--- src/sv/devicetree_blob_token_parser_top_assert.svh ---
// Assertion macros shared by the devicetree blob parser RTL.
// Included by files that check their own logic; needs clock and reset in scope.
`ifndef DEVICETREE_BLOB_TOKEN_PARSER_TOP_ASSERT_SVH
`define DEVICETREE_BLOB_TOKEN_PARSER_TOP_ASSERT_SVH

// Same-cycle implication, sampled on the rising clock edge outside reset.
`define DTBP_ASSERT_NOW(label, ante, cons, msg) \
   label: assert property (@(posedge clock) disable iff (reset) (ante) |-> (cons)) \
      else $error(msg);

// Next-cycle implication, sampled on the rising clock edge outside reset.
`define DTBP_ASSERT_NEXT(label, ante, cons, msg) \
   label: assert property (@(posedge clock) disable iff (reset) (ante) |=> (cons)) \
      else $error(msg);

`endif

--- src/sv/dtbp_pkg.sv ---
// Shared constants and types for the devicetree blob token parser.
// No dependencies; imported by every module of the block.
`default_nettype none

package dtbp_pkg;

   // Position width and header word indices.
   localparam int POS_W = 30;
   localparam logic [POS_W-1:0] HDR_STRUCT_OFF_IDX  = POS_W'(2);
   localparam logic [POS_W-1:0] HDR_STRUCT_SIZE_IDX = POS_W'(9);

   localparam logic [31:0] FDT_MAGIC = 32'hD00DFEED;

   // Structure block tokens.
   localparam logic [31:0] TK_BEGIN   = 32'd1;
   localparam logic [31:0] TK_ENDNODE = 32'd2;
   localparam logic [31:0] TK_PROP    = 32'd3;
   localparam logic [31:0] TK_NOP     = 32'd4;
   localparam logic [31:0] TK_END     = 32'd9;

   // Event codes reported on the result channel.
   localparam logic [3:0] EV_NONE     = 4'd0;
   localparam logic [3:0] EV_BEGIN    = 4'd1;
   localparam logic [3:0] EV_ENDNODE  = 4'd2;
   localparam logic [3:0] EV_PHDR     = 4'd3;
   localparam logic [3:0] EV_PDATA    = 4'd4;
   localparam logic [3:0] EV_NOP      = 4'd5;
   localparam logic [3:0] EV_END      = 4'd6;
   localparam logic [3:0] EV_BADMAGIC = 4'd7;
   localparam logic [3:0] EV_BADTOKEN = 4'd8;
   localparam logic [3:0] EV_NAME     = 4'd9;

   // Result port packing.
   localparam int RSP_DATA_W = 104;

   // One result item.
   typedef struct packed {
      logic [3:0]  event_res;
      logic [31:0] name_offset;
      logic [31:0] prop_length;
      logic [31:0] data_word;
      logic [2:0]  data_bytes;
      logic        last_data;
   } rsp_type;

endpackage

`default_nettype wire

--- src/sv/devicetree_blob_token_parser_top.sv ---
// Devicetree blob token parser: takes a flattened devicetree blob one
// big-endian word per beat and reports the tokens of its structure block.
//
// Request channel: req_tdata carries the next four blob bytes, first byte in
// bits 31..24; req_tuser marks the header magic word and restarts the parse.
// Result channel: exactly one beat per request beat, in order. rsp_tuser is
// the event code, rsp_tlast marks the final value word of a property or the
// name word that holds the terminating zero byte.
// Path: a request beat accepted into the input register is loaded into the result
// register at the next edge where that register moves, and its result is then
// offered on the result channel.
// Throughput: one beat per cycle while the receiver keeps up; the parse state is
// decoded combinationally per word between the input and result registers.
// Stalls: with the result register held, the input register still takes one
// beat, after which req_tready drops until the receiver takes a result.
// Reset: both registers empty, parse idle until a header magic word arrives.
// Depends on dtbp_pkg, dtbp_core and dtbp_rsp_reg.
`default_nettype none
`include "devicetree_blob_token_parser_top_assert.svh"

module devicetree_blob_token_parser_top (
   input  wire logic                              clock,
   input  wire logic                              reset,
   input  wire logic                              req_tvalid,
   output logic                                   req_tready,
   // [31:0] blob_word
   input  wire logic [31:0]                       req_tdata,
   // [0] first_word
   input  wire logic                              req_tuser,
   output logic                                   rsp_tvalid,
   input  wire logic                              rsp_tready,
   // [31:0] name_offset, [63:32] prop_length, [95:64] data_word,
   // [98:96] data_bytes, [103:99] zero
   output logic [dtbp_pkg::RSP_DATA_W-1:0]        rsp_tdata,
   // [3:0] event_res
   output logic [3:0]                             rsp_tuser,
   output logic                                   rsp_tlast
);
   import dtbp_pkg::*;

   logic        in_valid_ff;
   logic [31:0] in_word_ff;
   logic        in_first_ff;
   logic        advance;
   logic        step;
   rsp_type     res;

   // A held beat moves on whenever the result register can take it.
   assign step       = in_valid_ff && advance;
   assign req_tready = !in_valid_ff || advance;

   // Input register.
   always_ff @(posedge clock) begin
      if (reset) begin
         in_valid_ff <= 1'b0;
      end else if (req_tready) begin
         in_valid_ff <= req_tvalid;
      end
   end

   always_ff @(posedge clock) begin
      if (req_tready) begin
         in_word_ff  <= req_tdata;
         in_first_ff <= req_tuser;
      end
   end

   dtbp_core u_core (
      .clock (clock),
      .reset (reset),
      .step  (step),
      .word  (in_word_ff),
      .first (in_first_ff),
      .res   (res)
   );

   dtbp_rsp_reg u_rsp (
      .clock      (clock),
      .reset      (reset),
      .load_valid (in_valid_ff),
      .res        (res),
      .advance    (advance),
      .rsp_tvalid (rsp_tvalid),
      .rsp_tready (rsp_tready),
      .rsp_tdata  (rsp_tdata),
      .rsp_tuser  (rsp_tuser),
      .rsp_tlast  (rsp_tlast)
   );

   // Every word passed to the parser turns up in the result register.
   `DTBP_ASSERT_NEXT(a_step_loads, step, rsp_tvalid, "parsed word did not reach the result register")
   // A held word is kept while the result side is blocked.
   `DTBP_ASSERT_NEXT(a_hold_input, in_valid_ff && !advance, in_valid_ff && $stable(in_word_ff), "held word lost during a stall")
   // A word never waits in the input register while the result register is free.
   `DTBP_ASSERT_NOW(a_no_bubble, in_valid_ff && !rsp_tvalid, step, "input word stuck with an empty result register")

endmodule

`default_nettype wire

--- src/sv/dtbp_core.sv ---
// Parse state and per-word decode of the devicetree blob parser.
// Depends on dtbp_pkg and the shared assertion macro header.
`default_nettype none
`include "devicetree_blob_token_parser_top_assert.svh"

module dtbp_core (
   input  wire logic            clock,
   input  wire logic            reset,
   input  wire logic            step,
   input  wire logic [31:0]     word,
   input  wire logic            first,
   output dtbp_pkg::rsp_type    res
);
   import dtbp_pkg::*;

   typedef enum logic [3:0] {
      PH_IDLE,
      PH_HEADER,
      PH_SKIP,
      PH_TOKEN,
      PH_NAME,
      PH_PLEN,
      PH_POFF,
      PH_PDATA
   } phase_type;

   phase_type          phase_ff, phase_in, work_phase;
   logic [POS_W-1:0]   pos_ff, pos_in;
   logic [POS_W-1:0]   start_ff, start_in;
   logic [31:0]        left_ff, left_in, left_dec;
   logic [31:0]        hlen_ff, hlen_in;
   logic [31:0]        hoff_ff, hoff_in;
   logic [31:0]        dleft_ff, dleft_in;
   logic [2:0]         dbytes;

   function automatic logic any_zero_byte(input logic [31:0] w);
      any_zero_byte = (w[31:24] == 8'd0) || (w[23:16] == 8'd0) ||
                      (w[15:8] == 8'd0) || (w[7:0] == 8'd0);
   endfunction

   // Structure byte count drops by one word, saturating at zero.
   assign left_dec = (left_ff >= 32'd4) ? (left_ff - 32'd4) : 32'd0;
   // Bytes of the property value carried by this word.
   assign dbytes   = (dleft_ff >= 32'd4) ? 3'd4 : dleft_ff[2:0];
   // A skipping parse enters the structure block on the word at its offset.
   assign work_phase = ((phase_ff == PH_SKIP) && (pos_ff >= start_ff)) ? PH_TOKEN
                                                                        : phase_ff;

   // Next state and result for the word in the input register.
   always_comb begin
      phase_in = phase_ff;
      pos_in   = pos_ff;
      start_in = start_ff;
      left_in  = left_ff;
      hlen_in  = hlen_ff;
      hoff_in  = hoff_ff;
      dleft_in = dleft_ff;
      res      = '0;
      res.event_res = EV_NONE;

      if (first) begin
         // A header magic word restarts everything.
         pos_in   = '0;
         start_in = '0;
         left_in  = '0;
         hlen_in  = '0;
         hoff_in  = '0;
         dleft_in = '0;
         if (word == FDT_MAGIC) begin
            phase_in = PH_HEADER;
            pos_in   = POS_W'(1);
         end else begin
            phase_in = PH_IDLE;
            res.event_res = EV_BADMAGIC;
         end
      end else if (phase_ff != PH_IDLE) begin
         if (pos_ff != '1) begin
            pos_in = pos_ff + POS_W'(1);
         end
         if (phase_ff == PH_HEADER) begin
            if (pos_ff == HDR_STRUCT_OFF_IDX) begin
               start_in = word[31:2];
            end
            if (pos_ff == HDR_STRUCT_SIZE_IDX) begin
               left_in  = word;
               phase_in = PH_SKIP;
            end
         end else begin
            case (work_phase)
               PH_TOKEN: begin
                  if (left_ff == 32'd0) begin
                     phase_in = PH_IDLE;
                  end else begin
                     left_in  = left_dec;
                     phase_in = PH_TOKEN;
                     case (word)
                        TK_BEGIN: begin
                           res.event_res = EV_BEGIN;
                           phase_in = PH_NAME;
                        end
                        TK_ENDNODE: res.event_res = EV_ENDNODE;
                        TK_PROP:    phase_in = PH_PLEN;
                        TK_NOP:     res.event_res = EV_NOP;
                        TK_END: begin
                           res.event_res = EV_END;
                           phase_in = PH_IDLE;
                        end
                        default: begin
                           res.event_res = EV_BADTOKEN;
                           phase_in = PH_IDLE;
                        end
                     endcase
                  end
               end
               PH_NAME: begin
                  left_in        = left_dec;
                  res.event_res  = EV_NAME;
                  res.data_word  = word;
                  res.data_bytes = 3'd4;
                  if (any_zero_byte(word)) begin
                     res.last_data = 1'b1;
                     phase_in = PH_TOKEN;
                  end
               end
               PH_PLEN: begin
                  left_in  = left_dec;
                  hlen_in  = word;
                  phase_in = PH_POFF;
               end
               PH_POFF: begin
                  left_in         = left_dec;
                  hoff_in         = word;
                  dleft_in        = hlen_ff;
                  res.event_res   = EV_PHDR;
                  res.name_offset = word;
                  res.prop_length = hlen_ff;
                  phase_in = (hlen_ff != 32'd0) ? PH_PDATA : PH_TOKEN;
               end
               PH_PDATA: begin
                  left_in         = left_dec;
                  dleft_in        = dleft_ff - {29'd0, dbytes};
                  res.event_res   = EV_PDATA;
                  res.name_offset = hoff_ff;
                  res.prop_length = hlen_ff;
                  res.data_word   = word;
                  res.data_bytes  = dbytes;
                  if (dleft_ff <= 32'd4) begin
                     res.last_data = 1'b1;
                     phase_in = PH_TOKEN;
                  end
               end
               default: begin
                  // Still short of the structure block.
               end
            endcase
         end
      end
   end

   // Parse state, updated once per word that moves to the result register.
   always_ff @(posedge clock) begin
      if (reset) begin
         phase_ff <= PH_IDLE;
         pos_ff   <= '0;
         start_ff <= '0;
         left_ff  <= '0;
         hlen_ff  <= '0;
         hoff_ff  <= '0;
         dleft_ff <= '0;
      end else if (step) begin
         phase_ff <= phase_in;
         pos_ff   <= pos_in;
         start_ff <= start_in;
         left_ff  <= left_in;
         hlen_ff  <= hlen_in;
         hoff_ff  <= hoff_in;
         dleft_ff <= dleft_in;
      end
   end

   // The final value word of a property hands back to token parsing.
   `DTBP_ASSERT_NEXT(a_pdata_done, step && !first && phase_ff == PH_PDATA && dleft_ff <= 32'd4, phase_ff == PH_TOKEN, "property data did not end on its last word")
   // Only name and value words carry a last marker.
   `DTBP_ASSERT_NOW(a_last_kind, res.last_data, res.event_res == EV_PDATA || res.event_res == EV_NAME, "last marker on an event without data")
   // Byte counts appear only with data-carrying events.
   `DTBP_ASSERT_NOW(a_bytes_kind, res.event_res != EV_PDATA && res.event_res != EV_NAME, res.data_bytes == 3'd0, "byte count on an event without data")
   // Inside a property value there is always data left to take.
   `DTBP_ASSERT_NOW(a_pdata_left, phase_ff == PH_PDATA, dleft_ff != 32'd0, "property data phase with nothing left")

endmodule

`default_nettype wire

--- src/sv/dtbp_rsp_reg.sv ---
// Result register of the devicetree blob parser: holds one beat for the
// result channel and packs its fields. Depends on dtbp_pkg.
`default_nettype none

module dtbp_rsp_reg (
   input  wire logic                              clock,
   input  wire logic                              reset,
   input  wire logic                              load_valid,
   input  wire dtbp_pkg::rsp_type                 res,
   output logic                                   advance,
   output logic                                   rsp_tvalid,
   input  wire logic                              rsp_tready,
   // [31:0] name_offset, [63:32] prop_length, [95:64] data_word,
   // [98:96] data_bytes, [103:99] zero
   output logic [dtbp_pkg::RSP_DATA_W-1:0]        rsp_tdata,
   // [3:0] event_res
   output logic [3:0]                             rsp_tuser,
   output logic                                   rsp_tlast
);
   import dtbp_pkg::*;

   logic    valid_ff;
   rsp_type res_ff;

   // The register takes a new beat when empty or being emptied.
   assign advance = !valid_ff || rsp_tready;

   always_ff @(posedge clock) begin
      if (reset) begin
         valid_ff <= 1'b0;
      end else if (advance) begin
         valid_ff <= load_valid;
      end
   end

   always_ff @(posedge clock) begin
      if (advance) begin
         res_ff <= res;
      end
   end

   // Port packing.
   assign rsp_tvalid = valid_ff;
   assign rsp_tdata  = {5'd0, res_ff.data_bytes, res_ff.data_word,
                        res_ff.prop_length, res_ff.name_offset};
   assign rsp_tuser  = res_ff.event_res;
   assign rsp_tlast  = res_ff.last_data;

endmodule

`default_nettype wire
--- config.mk ---
export PLATFORM = sky130hd
export DESIGN_NAME = devicetree_blob_token_parser_top
export DESIGN_NICKNAME = d
export VERILOG_FILES = /design/src/sv/dtbp_pkg.sv /design/src/sv/devicetree_blob_token_parser_top.sv /design/src/sv/dtbp_core.sv /design/src/sv/dtbp_rsp_reg.sv
export VERILOG_INCLUDE_DIRS = /design/src /design/src/sv
export SDC_FILE = /design/constraint.sdc
export NUM_CORES = 1
export LEC_CHECK = 0
export BUFFER_PORTS_ARGS = -buffer_cell sky130_fd_sc_hd__buf_2
export CORE_ASPECT_RATIO = 2
export CORE_UTILIZATION = 54
export DETAILED_ROUTE_END_ITERATION = 8
export PLACE_DENSITY = 0.77
export SLEW_MARGIN = 40
export SYNTH_ARGS = -nofsm -noshare
export SYNTH_HDL_FRONTEND = slang
export SYNTH_SLANG_ARGS = --single-unit
--- constraint.sdc ---
create_clock -name clock -period 4.9 [get_ports clock]
set_input_delay 0.98 -clock clock [delete_from_list [all_inputs] [get_ports clock]]
set_output_delay 0.98 -clock clock [all_outputs]
set_load 0.01 [all_outputs]
Word-level counts from Yosys, hierarchy flattened
Index checks and enable logic that the tools add are counted.
{ "word_totals": {"regBits": 331, "input_bits": 37, "out_inout_bits": 111} }
{ "op_classes": {"addsub": 3, "order_cmp": 4, "n_eq_ne": 21, "muxes": 51, "bitwise_logic": 1, "n_reduce_logical": 35} }
{ "op_table": {"columns": ["operator", "count"], "rows": [
  ["$mux 32", 17],
  ["$mux 30", 7],
  ["$mux 104", 2],
  ["$pmux 32 s2", 2],
  ["$pmux 64 s2", 1],
  ["$pmux 36 s2", 1],
  ["$eq 32x2->1 const B", 2],
  ["$ge 32x3->1 const B", 2],
  ["$pmux 4 s5", 2],
  ["$mux 4", 9],
  ["$eq 32x1->1 const B", 1],
  ["$eq 32x3->1 const B", 1],
  ["$eq 32x32->1 const B", 1],
  ["$eq 32x4->1 const B", 1],
  ["$le 32x3->1 const B", 1],
  ["$logic_not 32->1", 1],
  ["$logic_not 8->1", 4],
  ["$reduce_bool 32->1", 1],
  ["$sub 32x3->32", 1],
  ["$sub 32x3->32 const B", 1],
  ["$add 30x1->30 const B", 1],
  ["$eq 30x2->1 const B", 1],
  ["$eq 30x4->1 const B", 1],
  ["$ge 30x30->1", 1],
  ["other kinds (27)", 53]
]} }

Longest topological paths before layout
{ "depth": {"word_depth": 9, "depth_mapped": 13, "mapped_depth_nobuf": 12} }

By module
From an unflattened synthesis, not the netlist that was laid out.
{ "unflattened": {"cells_unflattened": 1644, "hier_area_um2": 15529.9} }
{ "modules_own_cells": {"columns": ["mod", "n_inst", "cells_each", "area_per_inst_um2", "seq_area_each_um2"], "rows": [
  ["dtbp_core", 1, 1492, 11274.6, 3823.7],
  ["dtbp_rsp_reg", 1, 114, 3210.6, 3143.0],
  ["devicetree_blob_token_parser_top", 1, 38, 1044.8, 1011.0]
]} }

Least setup slack after synthesis
Ideal clock, no wire load.
{ "synth_path": {"path_type": "input-to-reg", "startpoint": "in rsp_tready", "endpoint": "reg u_core.left_ff[0]", "setup_time_ns": 0.087, "arrival_time_ns": 4.847, "setup_slack_ns": -0.034, "stages": 9, "n_path_buf": 1, "cell_sequence": "nor2b_1 > inv_1 > nand2_1 > a21o_1 > a21oi_2 > o31a_1 > nand2_2 > buf_4 > o31ai_1"} }
{ "synth_via": {"elab_chain_cells": 3} }
{ "synth_lines": {"columns": ["item", "line_no", "text"], "rows": [
  ["start: declaration", "devicetree_blob_token_parser_top.sv:31", "input wire logic rsp_tready,"],
  ["$logic_or 1x1->1", "dtbp_rsp_reg.sv:26", "assign advance = !valid_ff || rsp_tready;"],
  ["$logic_and 1x1->1", "devicetree_blob_token_parser_top.sv:49", "assign step = in_valid_ff && advance;"],
  ["$reduce_and 5->1 (no source line)", null, null],
  ["end signal: assignment", "dtbp_core.sv:174", "left_ff <= left_in;"],
  ["end: declaration", "dtbp_core.sv:30", "logic [31:0] left_ff, left_in, left_dec;"]
]} }
Every way passes these cells.
A chain may end at the register's enable or synchronous reset.

Final worst setup path
{ "layout_path": {"startpoint": "reg in_first_ff", "endpoint": "reg u_core.left_ff[11]"} }
{ "layout_via": {"elab_chain_cells": 2, "elab_cells_between_ends": 6, "cone_classes": "eq/ne (2); mux (1); reduce/logical (3)"} }
{ "layout_lines": {"columns": ["item", "line_no", "text"], "rows": [
  ["start: declaration", "devicetree_blob_token_parser_top.sv:43", "logic in_first_ff;"],
  ["start signal: assignment", "devicetree_blob_token_parser_top.sv:64", "in_first_ff <= req_tuser;"],
  ["$ne 4x3->1 (no source line), or another cell as far along", null, null],
  ["$reduce_and 5->1 (no source line)", null, null]
]} }
Several ways; a longest one is shown, not always the timed one.

==> summary.md <==
| Metric | Value |
|---|---|
| CP Data Arrival Time | about 3.8 ns |
| Final #Nets | between 1500 and 2000 |
| Final Non-Filler Cells | 2115 |
| Met2 Use GR | between 50% and 60% |
| Layout cell share with drive strength beyond 1 | 14.9% |
| Row count | 87 |
| Total of max-cap violations | 0 |
| FF-to-FF path depth | 8 |
| Reg2Reg Setup Slack | 1.55 ns |
| Status | finished clean |
| Max-slew headroom | a little under two fifths |
| CTS tree | built |
| Input/output buffers | about 140 |
| Dominant cell type by area after synthesis | edfxtp_1 |
| CP Max Fanout | 45 |
| Met3 Usage GRT | 4.74% |
| Post-route ant nets | 0 |
| Vias in the first global route | 13277 |
| Yosys warns | 0 |
| Fin crit period | 3.35 ns |
| Area share of the leading cell type in the synthesized netlist | a little over a quarter |
| Clock Latency Late Sink | between 0.5 and 0.6 ns |
| Minimum hold slack | roughly 0.46 ns |
| R2R Path End | u_core.left_ff[11]$_SDFFE_PP0P_ |
| GRT Max-Usage Layer | met2 |
| Setup crit end kind | flip-flop |
| Dominant cell by count in the synthesized netlist | nand2_1 |
| Clk pin slew, worst setup/hold paths | roughly 0.080 ns |
| Crit Reg-Reg Startpoint | in_first_ff$_DFFE_PP_ |
| Power Total | around 6.1 mW |
| Met1 GRT Util | approximately 33% |
| Die Footprint | 29400 um^2 |
| Syn Area/Cell | between 9 and 10 um^2 |
| Synth-to-Final Area Change | 13.5% |
| Clock sinks | 330 |
| XOR/XNOR share of the synthesized area | approximately 2.6% |
| Synth top area cells | edfxtp_1 27%, dfxtp_1 25%, nand2_1 4.8%, a22oi_1 4.4%, a21oi_1 4.2% |
| Startpoint types | flip-flop |
| Post-synth top cells | 200 x nand2_1, 193 x dfxtp_1, 158 x nor2_1 |
| Pwr Density | between 300 and 400 nW/um^2 |
| Adder-Cell Fraction of Synth Area | between 2 and 3% |
| RSZ-0062 raised after global routing | no |
| Yosys cell types | 76 |
| RePlAce Congestion | approximately 1 |
| DR DRC count | 0 |
| Ys flop type | dfxtp_1 |
| CTS root buffer | clkbuf_16 |
| Slowest-stage cell, CP | o31a_1 |
| Wire per inst | 22.4 um |
| CTS Buf Count | 29 |
| Slew @ Worst Pin | ~0.93 ns |
| Initial DRC Count | between 1000 and 1500 |
| Crit. Startpoint | in_first_ff$_DFFE_PP_ |
| Die Wd | 122 um |
| Routed WL | between 40000 and 50000 um |
| Post-CTS Setup Bufs | 0 |
| Longest Clk Path Bufs | 3 |
| Critical Path RT | about 5.4 ns |
| Number of diodes | 0 |
| H-tree levels | 1 |
| Total gr overflow | 0 |
| Tcrit/Tclk final | 68.4% |
| Hold Buf Count CTS | 0 |
| Initial antenna violation count | 0 |
| Crit path top cell by count | buf_4 |
| Fmax | 0.298 GHz |
| Fill cells | roughly 2400 |
| Hold Startpoint | u_core.hoff_ff[3]$_SDFFE_PP0P_ |
| Crit path kind | reg2reg |
| Synth Instances | 1635 |
| Hold Violations, Final | 0 |
| First-pass GRT wire length | approximately 73000 um |
| TritonRoute pass-1 iters | 5 |
| Total GRT Usage | ~33% |
| Initial Util | a little over half |
| Setup TNS Final | 0 ns |
| Number of synthesized flops with an enable pin | about 140 |
| Synthesis-stage register bit count | 330 |
| Vias/cell | ~6.4 |
| Maximum vdd drop | 0.298 mV |
| Post-Place Cells | roughly 2000 |
| Pleak | between 6 and 7 nW |
| CP peak stage delay | 0.57 ns |
| HP Class | reg2reg |
| Max Slew Vio Count | 0 |
| Die height | between 200 and 250 um |
| Ys async rst share | 0% |
| Final clock skew | 0.0148 ns |
| Largest net degree at the start of global routing | between 90 and 100 |
| Critical path cell sequence | buf_4, nor2_1, a21o_1, a21oi_2, o31a_1, nand2_2, buf_4, o32ai_1 |
| Mux contribution to synthesized area | 0.137% |
| Via count | around 13000 |
| Complex-gate fraction of the synthesized area | between 10% and 20% |
| Largest family of logic cells by synthesized area | simple AND/OR/NAND/NOR gates |
| Simple-gate share of the synthesized area | a little over a fifth |
| Final Setup Violations | 0 |
| DP HPWL | 33300 um |
| Ports | between 100 and 150 |
| Register area share after synthesis | about half |
| Core ar. | about 28000 um^2 |
| Synthesized area | 15500 um^2 |
| Post-CTS sizing | 0 |
| Setup crit end | u_core.left_ff[11]$_SDFFE_PP0P_ |
## worst max-delay path, delay by kind of cell, from the launching register on
kind	cells	cell delay, ns
AOI/OAI and AO/OA	4	1.44
buffers and inverters	2	0.80
DFF	1	0.43
and+or+nand+nor	2	0.59
## report_power, final
part	total [mW]	switching, mW	internal (mW)
Combinational	0.517	0.349	0.168
Clock	2.55	1.07	1.48
Sequential	3.01	0.0889	2.92
## final cells by class
class / instances / area [um^2] / area share (%)
multi-input combinational: 1155 / 6970 / 39.6
tap: 356 / 445 / 2.53
inverter: 49 / 188 / 1.07
timing repair buffer: 171 / 946 / 5.38
clock inverter: 22 / 318 / 1.81
clock buffer: 32 / 747 / 4.25
sequential: 330 / 7980 / 45.4
## metrics by stage
stage	cell area (um^2)	setup WS, ns	util (%)
2_1_floorplan	15500	0.635	-
3_3_place_gp	16500	1.43	58.4
3_5_place_dp	16500	1.38	58.5
4_1_cts	17600	1.68	62.3
5_1_grt	17600	1.42	62.4
6_report	17600	1.55	62.4
## placed cells by master, fill, tap and decap left out, types with 10 or more instances in the layout
cell	Yosys	layout
a21oi_1	131	130
buf_4	8	26
nand4_1	26	26
o31ai_1	26	26
o21ai_1	10	11
clkbuf_16	0	29
o21ai_0	38	37
edfxtp_1	137	137
o311ai_0	10	10
inv_1	49	48
ha_1	37	37
xnor2_1	20	20
dfxtp_1	193	193
a32oi_1	15	15
and2_1	71	70
nor4_1	30	27
or3_1	15	15
nor3_1	33	30
nand2_1	200	198
nand2b_1	10	10
or4_1	10	10
nor2b_1	40	40
nor2_1	158	156
xor2_1	26	26
a22oi_1	90	90
nand3_1	31	30
buf_2	7	141
o311ai_1	18	18
## registers in the layout, indices dropped and copies added, names as in the netlist
signal	cells
in_word_ff	32
u_core.phase_ff	3
u_core.hoff_ff	32
u_core.pos_ff	30
u_core.left_ff	32
u_rsp.rsp_tlast	1
u_rsp.rsp_tuser	4
in_valid_ff	1
u_core.dleft_ff	32
in_first_ff	1
u_rsp.rsp_tdata	99
u_core.start_ff	30
u_core.hlen_ff	32
u_rsp.rsp_tvalid	1
## cell families after synthesis
family / after synthesis
and+or+nand+nor: 667
buffers and inverters: 155
other: 1
muxes: 2
DFF: 330
xor gates and xnor gates: 46
adders and majority gates: 37
AOI/OAI and AO/OA: 397
## how the worst min path moves through the flow
| stage | slack, ns | cells after the start | end |
|---|---|---|---|
| 6_report | 0.46 | 2 | u_core.hoff_ff[3]$_SDFFE_PP0P_ |
| 2_1_floorplan | 0.44 | 2 | u_core.hoff_ff[0]$_SDFFE_PP0P_ |
| 3_3_place_gp | 0.44 | 2 | u_core.hoff_ff[16]$_SDFFE_PP0P_ |
| 4_1_cts | 0.46 | 2 | u_core.hoff_ff[20]$_SDFFE_PP0P_ |
| 3_5_place_dp | 0.45 | 2 | u_core.hoff_ff[16]$_SDFFE_PP0P_ |
| 5_1_grt | 0.48 | 2 | u_core.hoff_ff[31]$_SDFFE_PP0P_ |
## metal layers
metal | share of wire, % | vias up
met5 | 0 | -
met4 | 9.9 | 0
met3 | 5.9 | 259
met2 | 52 | 608
met1 | 33 | 6436
li1 | - | 6139
Note: power is estimated with default switching activity, not from simulation.
